`config.mk`:
```
export PLATFORM = sky130hd
export DESIGN_NAME = period_capture_freq_meter
export DESIGN_NICKNAME = d
export VERILOG_FILES = /design/src/pcfm_pkg.sv /design/src/pcfm_stamp_store.sv /design/src/pcfm_divider.sv /design/src/period_capture_freq_meter.sv
export SDC_FILE = /design/constraint.sdc
export NUM_CORES = 1
export LEC_CHECK = 0
export ABC_AREA = 1
export BUFFER_PORTS_ARGS = -buffer_cell sky130_fd_sc_hd__buf_2
export CORE_ASPECT_RATIO = 0.7
export CORE_MARGIN = 10
export CORE_UTILIZATION = 45
export DETAILED_ROUTE_END_ITERATION = 6
export GPL_TIMING_DRIVEN = 0
export HOLD_SLACK_MARGIN = 0.08
export PLACE_DENSITY = 0.71
export SLEW_MARGIN = 40
export SYNTH_ARGS = -nofsm -noshare
export SYNTH_HDL_FRONTEND = slang
export SYNTH_SLANG_ARGS = --single-unit
```
`constraint.sdc`:
```
create_clock -name clk -period 22.9 [get_ports clk]
set_input_delay 2.29 -clock clk [delete_from_list [all_inputs] [get_ports clk]]
set_output_delay 2.29 -clock clk [all_outputs]
set_load 0.005 [all_outputs]
```
`src/pcfm_pkg.sv`:
```
// ----------------------------------------------------------------------------
// pcfm_pkg
// Shared types and constants for the period capture frequency meter.
// ----------------------------------------------------------------------------
package pcfm_pkg;

  localparam int STAMP_W    = 64;
  localparam int WINDOW_W   = 32;
  localparam int NUMER_W    = 24;
  localparam int FREQ_W     = 32;
  localparam int FRAC_W     = 8;
  localparam int CFG_DATA_W = 32;
  localparam int DVD_W      = NUMER_W + FRAC_W;
  localparam int CNT_W      = $clog2(DVD_W);

  localparam logic [WINDOW_W-1:0] WINDOW_RESET = 32'd1000000;
  localparam logic [NUMER_W-1:0]  NUMER_RESET  = 24'd125000;

  typedef enum logic [0:0] {
    REG_TIMEOUT_WINDOW = 1'b0,
    REG_RATE_NUMERATOR = 1'b1
  } cfg_reg_t;

  typedef enum logic [0:0] {
    MODE_CAPTURE = 1'b0,
    MODE_QUERY   = 1'b1
  } mode_t;

  typedef struct packed {
    logic               start;
    logic [DVD_W-1:0]   dividend;
    logic [STAMP_W-1:0] divisor;
  } div_req_t;

  typedef struct packed {
    logic             done;
    logic [DVD_W-1:0] quotient;
  } div_rsp_t;

endpackage

```
`src/pcfm_stamp_store.sv`:
```
// ----------------------------------------------------------------------------
// pcfm_stamp_store
// Per-channel latest and previous capture timestamps.
// ----------------------------------------------------------------------------
module pcfm_stamp_store
  import pcfm_pkg::*;
#(
  parameter int NUM_CHANNELS = 2
) (
  input  logic               clk,
  input  logic               rst_n,
  input  logic               cap_en,
  input  logic               cap_channel,
  input  logic [STAMP_W-1:0] cap_stamp,
  input  logic               rd_channel,
  output logic [STAMP_W-1:0] rd_latest,
  output logic [STAMP_W-1:0] rd_previous
);

  logic [STAMP_W-1:0] latest_r   [NUM_CHANNELS];
  logic [STAMP_W-1:0] previous_r [NUM_CHANNELS];

  always_ff @(posedge clk) begin
    if (!rst_n) begin
      for (int i = 0; i < NUM_CHANNELS; i++) begin
        latest_r[i]   <= '0;
        previous_r[i] <= '0;
      end
    end else begin
      for (int i = 0; i < NUM_CHANNELS; i++) begin
        if (cap_en && (32'(cap_channel) == i)) begin
          previous_r[i] <= latest_r[i];
          latest_r[i]   <= cap_stamp;
        end
      end
    end
  end

  always_comb begin
    rd_latest   = '0;
    rd_previous = '0;
    for (int i = 0; i < NUM_CHANNELS; i++) begin
      if (32'(rd_channel) == i) begin
        rd_latest   = latest_r[i];
        rd_previous = previous_r[i];
      end
    end
  end

endmodule

```
`src/pcfm_divider.sv`:
```
// ----------------------------------------------------------------------------
// pcfm_divider
// Bit-serial restoring divider, one quotient bit per cycle.
// ----------------------------------------------------------------------------
module pcfm_divider
  import pcfm_pkg::*;
(
  input  logic     clk,
  input  logic     rst_n,
  input  div_req_t req,
  output div_rsp_t rsp
);

  logic               busy_r, busy_nxt;
  logic               done_r, done_nxt;
  logic [CNT_W-1:0]   cnt_r, cnt_nxt;
  logic [STAMP_W-1:0] rem_r, rem_nxt;
  logic [STAMP_W-1:0] dsr_r, dsr_nxt;
  logic [DVD_W-1:0]   dvd_r, dvd_nxt;
  logic [STAMP_W:0]   trial;
  logic [STAMP_W:0]   diff;
  logic               q_bit;

  assign trial = {rem_r, dvd_r[DVD_W-1]};
  assign diff  = trial - {1'b0, dsr_r};
  assign q_bit = (trial >= {1'b0, dsr_r});

  always_comb begin
    busy_nxt = busy_r;
    done_nxt = 1'b0;
    cnt_nxt  = cnt_r;
    rem_nxt  = rem_r;
    dsr_nxt  = dsr_r;
    dvd_nxt  = dvd_r;
    if (req.start) begin
      busy_nxt = 1'b1;
      cnt_nxt  = '0;
      rem_nxt  = '0;
      dsr_nxt  = req.divisor;
      dvd_nxt  = req.dividend;
    end else if (busy_r) begin
      rem_nxt = q_bit ? diff[STAMP_W-1:0] : trial[STAMP_W-1:0];
      dvd_nxt = {dvd_r[DVD_W-2:0], q_bit};
      cnt_nxt = cnt_r + 1'b1;
      if (cnt_r == CNT_W'(DVD_W - 1)) begin
        busy_nxt = 1'b0;
        done_nxt = 1'b1;
      end
    end
  end

  always_ff @(posedge clk) begin
    if (!rst_n) begin
      busy_r <= 1'b0;
      done_r <= 1'b0;
      cnt_r  <= '0;
    end else begin
      busy_r <= busy_nxt;
      done_r <= done_nxt;
      cnt_r  <= cnt_nxt;
    end
  end

  always_ff @(posedge clk) begin
    rem_r <= rem_nxt;
    dsr_r <= dsr_nxt;
    dvd_r <= dvd_nxt;
  end

  assign rsp.done     = done_r;
  assign rsp.quotient = dvd_r;

endmodule

```
`src/period_capture_freq_meter.sv`:
```
// ----------------------------------------------------------------------------
// period_capture_freq_meter
// Timestamp based frequency meter: captures store stamps, queries return
// rate_numerator * 256 / period in unsigned Q.8.
//
//   channel  direction  handshake           payload
//   in       input      in_valid/in_stall   in_mode, in_channel, in_now_ticks
//   out      output     out_valid/out_stall out_freq_q8, out_stale, out_div_zero
//   cfg      input      cfg_we              cfg_index, cfg_wdata
//
// a capture transfer gives no result
// a query steps through prep, check, the 32-step bit-serial divider and emit
// before the next transfer; stale and zero-period queries skip the divider
// one item at a time: in_stall is high from a query transfer until its result
// is loaded into the output register
// out_stall holds the result; reset clears stamps and loads register defaults
// ----------------------------------------------------------------------------
module period_capture_freq_meter
  import pcfm_pkg::*;
#(
  parameter int NUM_CHANNELS = 2
) (
  input  logic                  clk,
  input  logic                  rst_n,
  input  logic                  cfg_we,
  input  logic [0:0]            cfg_index,
  input  logic [CFG_DATA_W-1:0] cfg_wdata,
  input  logic                  in_valid,
  output logic                  in_stall,
  input  logic                  in_mode,
  input  logic                  in_channel,
  input  logic [STAMP_W-1:0]    in_now_ticks,
  output logic                  out_valid,
  input  logic                  out_stall,
  output logic [FREQ_W-1:0]     out_freq_q8,
  output logic                  out_stale,
  output logic                  out_div_zero
);

  typedef enum logic [4:0] {
    ST_IDLE  = 5'b00001,
    ST_PREP  = 5'b00010,
    ST_CHECK = 5'b00100,
    ST_DIV   = 5'b01000,
    ST_EMIT  = 5'b10000
  } state_t;

  state_t             state_r, state_nxt;
  logic [WINDOW_W-1:0] window_r;
  logic [NUMER_W-1:0]  numer_r;
  logic                ch_r;
  logic                ch_ok_r;
  logic [STAMP_W-1:0]  thresh_r;
  logic                stale_r, stale_nxt;
  logic [STAMP_W-1:0]  period_r, period_nxt;
  logic [FREQ_W-1:0]   res_freq_r, res_freq_nxt;
  logic                res_stale_r, res_stale_nxt;
  logic                res_dz_r, res_dz_nxt;
  logic                out_valid_r, out_valid_nxt;
  logic [FREQ_W-1:0]   out_freq_r;
  logic                out_stale_r, out_dz_r;
  logic                in_xfer, cap_en, load_out;
  logic [STAMP_W-1:0]  rd_latest, rd_previous;
  div_req_t            div_req;
  div_rsp_t            div_rsp;

  assign in_stall = (state_r != ST_IDLE);
  assign in_xfer  = in_valid && !in_stall;
  assign cap_en   = in_xfer && (in_mode == MODE_CAPTURE);
  assign load_out = (state_r == ST_EMIT) && (!out_valid_r || !out_stall);

  pcfm_stamp_store #(
    .NUM_CHANNELS(NUM_CHANNELS)
  ) u_store (
    .clk        (clk),
    .rst_n      (rst_n),
    .cap_en     (cap_en),
    .cap_channel(in_channel),
    .cap_stamp  (in_now_ticks),
    .rd_channel (ch_r),
    .rd_latest  (rd_latest),
    .rd_previous(rd_previous)
  );

  pcfm_divider u_div (
    .clk  (clk),
    .rst_n(rst_n),
    .req  (div_req),
    .rsp  (div_rsp)
  );

  // configuration registers
  always_ff @(posedge clk) begin
    if (!rst_n) begin
      window_r <= WINDOW_RESET;
      numer_r  <= NUMER_RESET;
    end else if (cfg_we) begin
      unique case (cfg_reg_t'(cfg_index))
        REG_TIMEOUT_WINDOW: window_r <= cfg_wdata[WINDOW_W-1:0];
        REG_RATE_NUMERATOR: numer_r  <= cfg_wdata[NUMER_W-1:0];
        default: ;
      endcase
    end
  end

  always_comb begin
    state_nxt        = state_r;
    stale_nxt        = stale_r;
    period_nxt       = period_r;
    res_freq_nxt     = res_freq_r;
    res_stale_nxt    = res_stale_r;
    res_dz_nxt       = res_dz_r;
    div_req.start    = 1'b0;
    div_req.dividend = {numer_r, {FRAC_W{1'b0}}};
    div_req.divisor  = period_r;
    unique case (state_r)
      ST_IDLE: begin
        if (in_xfer && (in_mode == MODE_QUERY)) begin
          state_nxt = ST_PREP;
        end
      end
      ST_PREP: begin
        stale_nxt  = !(ch_ok_r && (rd_latest > thresh_r));
        period_nxt = rd_latest - rd_previous;
        state_nxt  = ST_CHECK;
      end
      ST_CHECK: begin
        if (stale_r) begin
          res_freq_nxt  = '0;
          res_stale_nxt = 1'b1;
          res_dz_nxt    = 1'b0;
          state_nxt     = ST_EMIT;
        end else if (period_r == '0) begin
          res_freq_nxt  = '0;
          res_stale_nxt = 1'b0;
          res_dz_nxt    = 1'b1;
          state_nxt     = ST_EMIT;
        end else begin
          div_req.start = 1'b1;
          state_nxt     = ST_DIV;
        end
      end
      ST_DIV: begin
        if (div_rsp.done) begin
          res_freq_nxt  = div_rsp.quotient;
          res_stale_nxt = 1'b0;
          res_dz_nxt    = 1'b0;
          state_nxt     = ST_EMIT;
        end
      end
      ST_EMIT: begin
        if (load_out) begin
          state_nxt = ST_IDLE;
        end
      end
      default: state_nxt = ST_IDLE;
    endcase
  end

  always_comb begin
    out_valid_nxt = out_valid_r;
    if (load_out) begin
      out_valid_nxt = 1'b1;
    end else if (out_valid_r && !out_stall) begin
      out_valid_nxt = 1'b0;
    end
  end

  always_ff @(posedge clk) begin
    if (!rst_n) begin
      state_r     <= ST_IDLE;
      out_valid_r <= 1'b0;
    end else begin
      state_r     <= state_nxt;
      out_valid_r <= out_valid_nxt;
    end
  end

  always_ff @(posedge clk) begin
    if (in_xfer) begin
      ch_r     <= in_channel;
      ch_ok_r  <= (32'(in_channel) < NUM_CHANNELS);
      thresh_r <= in_now_ticks - {{(STAMP_W-WINDOW_W){1'b0}}, window_r};
    end
    stale_r     <= stale_nxt;
    period_r    <= period_nxt;
    res_freq_r  <= res_freq_nxt;
    res_stale_r <= res_stale_nxt;
    res_dz_r    <= res_dz_nxt;
    if (load_out) begin
      out_freq_r  <= res_freq_r;
      out_stale_r <= res_stale_r;
      out_dz_r    <= res_dz_r;
    end
  end

  assign out_valid    = out_valid_r;
  assign out_freq_q8  = out_freq_r;
  assign out_stale    = out_stale_r;
  assign out_div_zero = out_dz_r;

  // checks
  a_query_starts: assert property (@(posedge clk) disable iff (!rst_n)
    (in_valid && !in_stall && (in_mode == MODE_QUERY)) |=> (state_r == ST_PREP))
    else $error("query transfer did not start the sequencer");

  a_flags_exclusive: assert property (@(posedge clk) disable iff (!rst_n)
    out_valid |-> !(out_stale && out_div_zero))
    else $error("stale and div_zero both set");

  a_flag_zero_freq: assert property (@(posedge clk) disable iff (!rst_n)
    (out_valid && (out_stale || out_div_zero)) |-> (out_freq_q8 == '0))
    else $error("flagged result with nonzero frequency");

  a_div_done_state: assert property (@(posedge clk) disable iff (!rst_n)
    div_rsp.done |-> (state_r == ST_DIV))
    else $error("divider finished outside divide state");

endmodule
```
==> out/results.txt, run 1 <==
Post-CTS sizing -> 0
Async SR Flop Fraction -> 0%
Main area contributors after synthesis -> edfxtp_1 40%, nand2_1 12%, inv_1 8.8%
Via count -> 34500
Fin worst setup slack -> 17.10 ns
Setup Buffers After CTS -> 0
Final wirelength -> 124000 µm
Slew Viols, Final -> 0
Required time of the critical path -> 23.24 ns
Status -> finished clean
Post-layout min period -> 5.80 ns
Total grt overflow -> 0
Worst path cell trace -> clkbuf_1 > clkbuf_1 > buf_1 > o21ai_0 > ha_1 > fa_1 > nand3b_1 > nand2_1 > a21oi_1 > o21ai_0 > nand2_1 > nand2_1 > nand3_1 > nand4_1 > nand2_1
Hold crit path type -> reg -> reg
Max FO, Critical Path -> 10
Initial antenna violation count -> 2
Initial DRT Pass Iterations -> 6
Initial core utilization -> 45.5%
DRC -> 0
Top Family by Delay on Critical Path -> buffers and inverters
Crit-path max cell delay -> 0.70 ns
Rows -> 92
Clock root buffer -> clkbuf_16
PwrDens -> 84.4 nW/µm²
Dpl hpwl -> 103000 µm
Fin util -> 50.9%
Top_reg_cell synth -> edfxtp_1
Synth area leader -> edfxtp_1
DRT iter0 DRCs -> 3822
Sequential-to-total area share from yosys stat -> 46.6%
Ys Warns -> 0
Pin slew with the least headroom to its limit -> 0.882 ns
Worst-path clk slew -> 0.06 ns
Avg Inst Size Synth -> 7.90 µm²
All-Layer GR Usage -> 23.5%
Fin. Hold Viols -> 0
CTS buffer count -> 69
Antenna-violating nets left -> 0
Sum of buffers and inverters on the critical path -> 3
CTS tree -> built
Maximum number of pins on one net before global-route repair -> 46
Post-synth top area share -> 39.7%
Clk_skew -> 0.0288 ns
Fmax -> 0.172 GHz
Number of synthesized flops with an enable pin -> 542
Syn nets -> 5524
Clk_lat worst skew -> 0.64 ns
Setup Crit Path Kind -> reg -> reg
Pre-CTS setup slack -> 17.28 ns
Yosys cell types -> 52
Post-synthesis instance total -> 5192
Max clock buf depth -> 3
CTS Sinks -> 683
Count of final setup violators -> 0
Crit share post-route -> 25.3%
Setup TNS -> 0 ns
Nets -> 5769
Buffers added on ports -> 138
MaxCap Viol Count -> 0
I/O pin cnt -> 140
First-pass GRT wire length -> 190000 µm
Number of global-route vias before repair -> 32800
Die X -> 381 µm
Post-Syn Area -> 41000 µm²
Gpl congestion -> 1.04
Startpoint types -> flip-flop
Synth cell count leaders -> 1322 x nand2_1, 966 x inv_1, 688 x nor2_1
Die Span Y -> 273 µm
Area Overhead vs Synth -> 12.1%
Pwr Total -> 3.88 mW
Lkg Pwr -> 21.3 nW
Layout cells sized above 1 -> 6.61%
Mean routed wirelength per cell -> 18.5 µm
CP max-delay cell -> clkbuf_1
RSZ-0062 raised after global routing -> false
Cell with the most instances after synthesis -> nand2_1
H-tree levels -> 3
Peak VDD IR -> 0.0000545 V
Flops & latches, synth -> 683
Critical Path AT -> 6.14 ns
Core region area -> 90200 µm²
CP endpoint kind -> flip-flop
Worst path most repeated cell -> nand2_1
Vias/cell -> 5.14
Hold_buf cts -> 0
Total die area -> 104000 µm²
Hold_ws -> 0.420 ns
Max-Slew Margin vs Limit -> 40.6%
## power by group
part / switching [mW] / internal [mW]
logic: 0.815 / 0.356
registers: 0.0410 / 1.52
clock network: 0.498 / 0.652
## layer usage
layer	part of all wire, %	track usage, %	up-vias
li1	-	-	17100
met1	48	35.6	15800
met2	41	34.5	1373
met3	8.0	3.06	184
met4	2.8	6.84	0
met5	0	0	-
## path summary, 6_finish.rpt
kind,start,endpoint,slack [ns],depth (start not counted)
max reg2reg,ch_r$_DFFE_PP_,period_r[56]$_DFFE_PP_,17.10,15
min reg2reg,res_freq_r[1]$_SDFFCE_PN0P_,out_freq_q8[1]$_DFFE_PP_,0.42,0
min,res_freq_r[1]$_SDFFCE_PN0P_,out_freq_q8[1]$_DFFE_PP_,0.42,0
max,ch_r$_DFFE_PP_,period_r[56]$_DFFE_PP_,17.10,15
## cell usage in the layout (no fill, tap or decap), drive strengths merged
cell	n
a211oi	1
a21boi	6
a21o	13
a21oi	263
a31oi	9
and2	4
and3	4
buf	209
bufinv	6
clkbuf	150
clkinv	24
clkinvlp	4
dfxtp	141
diode	1
edfxtp	542
fa	3
ha	225
inv	980
mux2	1
mux2i	62
nand2	1332
nand3	201
nand3b	67
nand4	53
nor2	699
nor3	41
nor4	11
nor4b	1
o2111ai	2
o211ai	8
o21a	3
o21ai	257
o21bai	33
o221ai	2
o22ai	7
or2	2
xnor2	40
xor2	86
## kinds of logic (layout without fill, tap and decap cells)
| kind of cell | after synthesis | after routing | share of synthesized area, % |
|---|---|---|---|
| other | 0 | 1 | 0 |
| AND/OR/NAND/NOR | 2415 | 2415 | 24.2 |
| flip-flops | 683 | 683 | 46.6 |
| AO/OA/AOI/OAI | 604 | 604 | 7.90 |
| multiplexers | 63 | 63 | 1.54 |
| adder cells (fa/ha/maj) | 228 | 228 | 7.01 |
| buffers and inverters | 1073 | 1373 | 10.1 |
| XOR/XNOR | 126 | 126 | 2.69 |
## registers in the layout, indices dropped and copies added (netlist names), 24 cells and up
| register | flops |
|---|---|
| numer_r | 24 |
| out_freq_q8 | 32 |
| period_r | 64 |
| res_freq_r | 32 |
| thresh_r | 64 |
| u_div.dsr_r | 64 |
| u_div.dvd_r | 32 |
| u_div.rem_r | 64 |
| u_store.latest_r | 128 |
| u_store.previous_r | 128 |
| window_r | 32 |
## through the flow
step                      instances  area, µm²
after floorplan                5192      41000
after global placement         6552      43200
after detailed placement       6588      43700
after CTS                      6714      46000
after global routing           6715      46000
final                          6715      46000
## cell type report
type                    count  area, µm²
clock buffers              87       1850
fillers                  8703      44300
plain buffers              98        474
inverters                 975       3660
well taps                1222       1530
repair buffers            174       1070
flip-flops and latches    683      19100
clock inverters            39        439
diodes                      1       2.50
multi-input cells        3436      17800
(Power assumes the default switching activity.)
==> run 2: changes to the inputs <==
--- a/config.mk
+++ b/config.mk
@@ -5,7 +5,7 @@
 export SDC_FILE = /design/constraint.sdc
 export NUM_CORES = 1
 export LEC_CHECK = 0
-export ABC_AREA = 1
+export ABC_AREA = 0
 export BUFFER_PORTS_ARGS = -buffer_cell sky130_fd_sc_hd__buf_2
 export CORE_ASPECT_RATIO = 0.7
 export CORE_MARGIN = 10
@@ -13,7 +13,7 @@
 export DETAILED_ROUTE_END_ITERATION = 6
 export GPL_TIMING_DRIVEN = 0
 export HOLD_SLACK_MARGIN = 0.08
-export PLACE_DENSITY = 0.71
+export PLACE_DENSITY = 0.73
 export SLEW_MARGIN = 40
 export SYNTH_ARGS = -nofsm -noshare
 export SYNTH_HDL_FRONTEND = slang
==> constraint.sdc (replaced) <==
create_clock -name clk -period 4.7 [get_ports clk]
set_input_delay 0.47 -clock clk [delete_from_list [all_inputs] [get_ports clk]]
set_output_delay 0.47 -clock clk [all_outputs]
set_load 0.005 [all_outputs]
==> out/results.txt, run 2 <==
First-pass GRT wire length -> 157000 µm
Post-Syn Area -> 37100 µm²
Clock root buffer -> clkbuf_16
CTS buffer count -> 72
Worst-path clk slew -> 0.06 ns
Non-Filler Instances -> 4859
Setup Crit Path Kind -> reg -> reg
Worst setup path end -> period_r[63]$_DFFE_PP_
Area post-placement -> 39500 µm²
Crit share post-route -> 98.5%
Async SR Flop Fraction -> 0%
R2R depth -> 16
Buffers added on ports -> 138
Dpl hpwl -> 78000 µm
Hold_ws -> 0.103 ns
Sw Share -> 34.1%
Final wirelength -> 103000 µm
R2R Path End -> period_r[63]$_DFFE_PP_
Die X -> 363 µm
Status -> finished, violations left
PwrDens -> 486 nW/µm²
Yosys cell types -> 77
Fin util -> 52.0%
Max-Slew Margin vs Limit -> 41.9%
Number of global-route vias before repair -> 26700
Pwr Total -> 20.5 mW
Area Overhead vs Synth -> 13.8%
H-tree levels -> 3
Dpl cells -> 4721
Final Instance Area -> 42200 µm²
Slew Viols, Final -> 0
Initial DRT Pass Iterations -> 7
Number of synthesized flops with an enable pin -> 542
Sequential-to-total area share from yosys stat -> 51.5%
Seq pwr share -> 38.4%
Max FO, Critical Path -> 10
Synth cell count leaders -> 542 x edfxtp_1, 310 x nand2_1, 254 x a21oi_1
Lkg Pwr -> 17.6 nW
RSZ-0062 raised after global routing -> true
Violated checks -> DRC
Rows -> 87
Clock share of power -> 28.1%
Gate power share -> 33.5%
Max clock buf depth -> 3
Main area contributors after synthesis -> edfxtp_1 44%, dfxtp_1 7.6%, ha_1 7.6%
Most frequent cells in the layout -> 542 x edfxtp_1, 309 x nand2_1, 249 x a21oi_1
Cell with the most instances after synthesis -> edfxtp_1
DRC -> 1
Post-synth top area share -> 43.9%
Vias/cell -> 5.81
Gpl congestion -> 0.953
Die Span Y -> 260 µm
Clk_skew -> 0.0229 ns
DRT iter0 DRCs -> 3322
Pin slew with the least headroom to its limit -> 0.871 ns
Flops & latches, synth -> 683
Maximum number of pins on one net before global-route repair -> 42
Avg Inst Size Synth -> 10.6 µm²
MaxCap Viol Count -> 0
Initial core utilization -> 45.7%
Total grt overflow -> 0
Peak VDD IR -> 0.000297 V
Ys Warns -> 0
Worst Setup SP -> ch_r$_DFFE_PP_
Count of final setup violators -> 0
All-Layer GR Usage -> 21.1%
Critical Path AT -> 4.98 ns
Fmax -> 0.216 GHz
Required time of the critical path -> 5.05 ns
Synth area leader -> edfxtp_1
Clk_lat worst skew -> 0.63 ns
Setup TNS -> 0 ns
Top_reg_cell synth -> edfxtp_1
Sw Pwr -> 7.01 mW
Core region area -> 81100 µm²
Fin. Hold Viols -> 0
CTS Sinks -> 683
Reg-to-reg slack, setup -> 0.07 ns
Startpoint types -> flip-flop
Via count -> 28200
Antenna-violating nets left -> 0
Post-layout min period -> 4.63 ns
Layout cells sized above 1 -> 11.0%
Mean routed wirelength per cell -> 21.1 µm
Fin worst setup slack -> 0.0725 ns
Total die area -> 94400 µm²
Post-synthesis instance total -> 3491
CP endpoint kind -> flip-flop
Nets -> 4064
Biggest regs -> u_store.latest_r: 128 flops, u_store.previous_r: 128 flops
I/O pin cnt -> 140
Initial antenna violation count -> 6
P_int -> 13.5 mW
Commonest non-fill, non-tap cell in the layout -> edfxtp_1
Hold crit path type -> in -> reg
R2r startpoint -> ch_r$_DFFE_PP_
Syn nets -> 3823
Pre-CTS setup slack -> -1.96 ns
CTS tree -> built
[run 2: changes by cell type after synthesis, sizes merged, moves of 55 or more]
| cell | delta |
|---|---|
| nand3b | -62 |
| a21o | +96 |
| nor2 | -485 |
| o21ai | -121 |
| nand2 | -1022 |
| mux2 | +64 |
| clkbuf | +103 |
| xnor2 | +61 |
| inv | -758 |
| nand3 | -154 |
| and3 | +208 |
| a211oi | +55 |
[run 2: final cells by class]
cell class / instances / area (µm²)
Inverter: 217 / 820
Multi-Input combinational cell: 2417 / 16700
Buffer: 167 / 691
Clock buffer: 95 / 2040
Clock inverter: 37 / 332
Timing Repair Buffer: 174 / 1120
Antenna cell: 1 / 2.50
Sequential cell: 683 / 19100
Fill cell: 6960 / 38900
Tap cell: 1068 / 1340
[run 2: logic make-up (layout without fill, tap and decap cells)]
family | Yosys count | in the layout | share of synthesized area (%)
flops | 683 | 683 | 51.5
compound gates | 788 | 788 | 13.5
other cells | 0 | 1 | 0
mux | 159 | 159 | 4.51
simple gates | 1064 | 1064 | 14.5
xor+xnor | 178 | 178 | 4.21
fa+ha+maj | 228 | 228 | 7.76
buf+inv | 391 | 690 | 3.96
[run 2: how the worst min path moves through the flow]
stage / start / to / slack (ns) / cells past startpoint
4_1_cts: cfg_wdata[30] / window_r[30]$_SDFFE_PN0P_ / 0.08 / 3
6_report: cfg_wdata[30] / window_r[30]$_SDFFE_PN0P_ / 0.10 / 3
3_3_place_gp: res_freq_r[30]$_SDFFCE_PN0P_ / out_freq_q8[30]$_DFFE_PP_ / 0.40 / 0
2_1_floorplan: res_dz_r$_SDFFCE_PP0P_ / out_div_zero$_DFFE_PP_ / 0.40 / 0
5_1_grt: cfg_wdata[26] / window_r[26]$_SDFFE_PN0P_ / 0.11 / 3
3_5_place_dp: res_freq_r[10]$_SDFFCE_PN0P_ / out_freq_q8[10]$_DFFE_PP_ / 0.40 / 0
[run 2: power groups by stage]
stage	Sequential, mW	Clock, mW	Combinational, mW
after floorplan	7.91	0	4.69
after global placement	8.04	0	6.25
after detailed placement	7.99	0	6.47
after CTS	7.87	5.82	6.69
after global routing	7.94	6.05	7.51
final	7.88	5.77	6.86
[run 2: worst max-delay path, cell delays in order (launching register included)]
cell      delay, ns
edfxtp_1       0.41
buf_12         0.16
clkbuf_8       0.19
buf_6          0.19
mux2i_2        0.18
ha_4           0.33
nand4_1        0.16
or4_4          0.57
a21oi_4        0.18
and3b_1        0.19
clkbuf_2       0.16
a211oi_4       0.30
o211ai_1       0.21
a21oi_2        0.32
nand3_2        0.16
o311a_1        0.32
a311o_1        0.30
[run 2: per-layer routing]
| layer | track usage, % | up-vias | wire (µm) |
|---|---|---|---|
| li1 | - | 13300 | - |
| met1 | 30.6 | 13500 | 46200 |
| met2 | 31.4 | 1316 | 43500 |
| met3 | 4.60 | 170 | 10200 |
| met4 | 5.72 | 4 | 2590 |
| met5 | 0 | - | 27 |
[run 2: what timing repair did]
action                                  4_1_cts  5_1_grt
gates resized for setup                      37       12
cloned                                        0        0
pin swaps                                     5        2
buffers inserted                              5        1
endpoints found under the setup margin       44       19
hold buffers                                  6        0
endpoints found under the hold margin         6        0
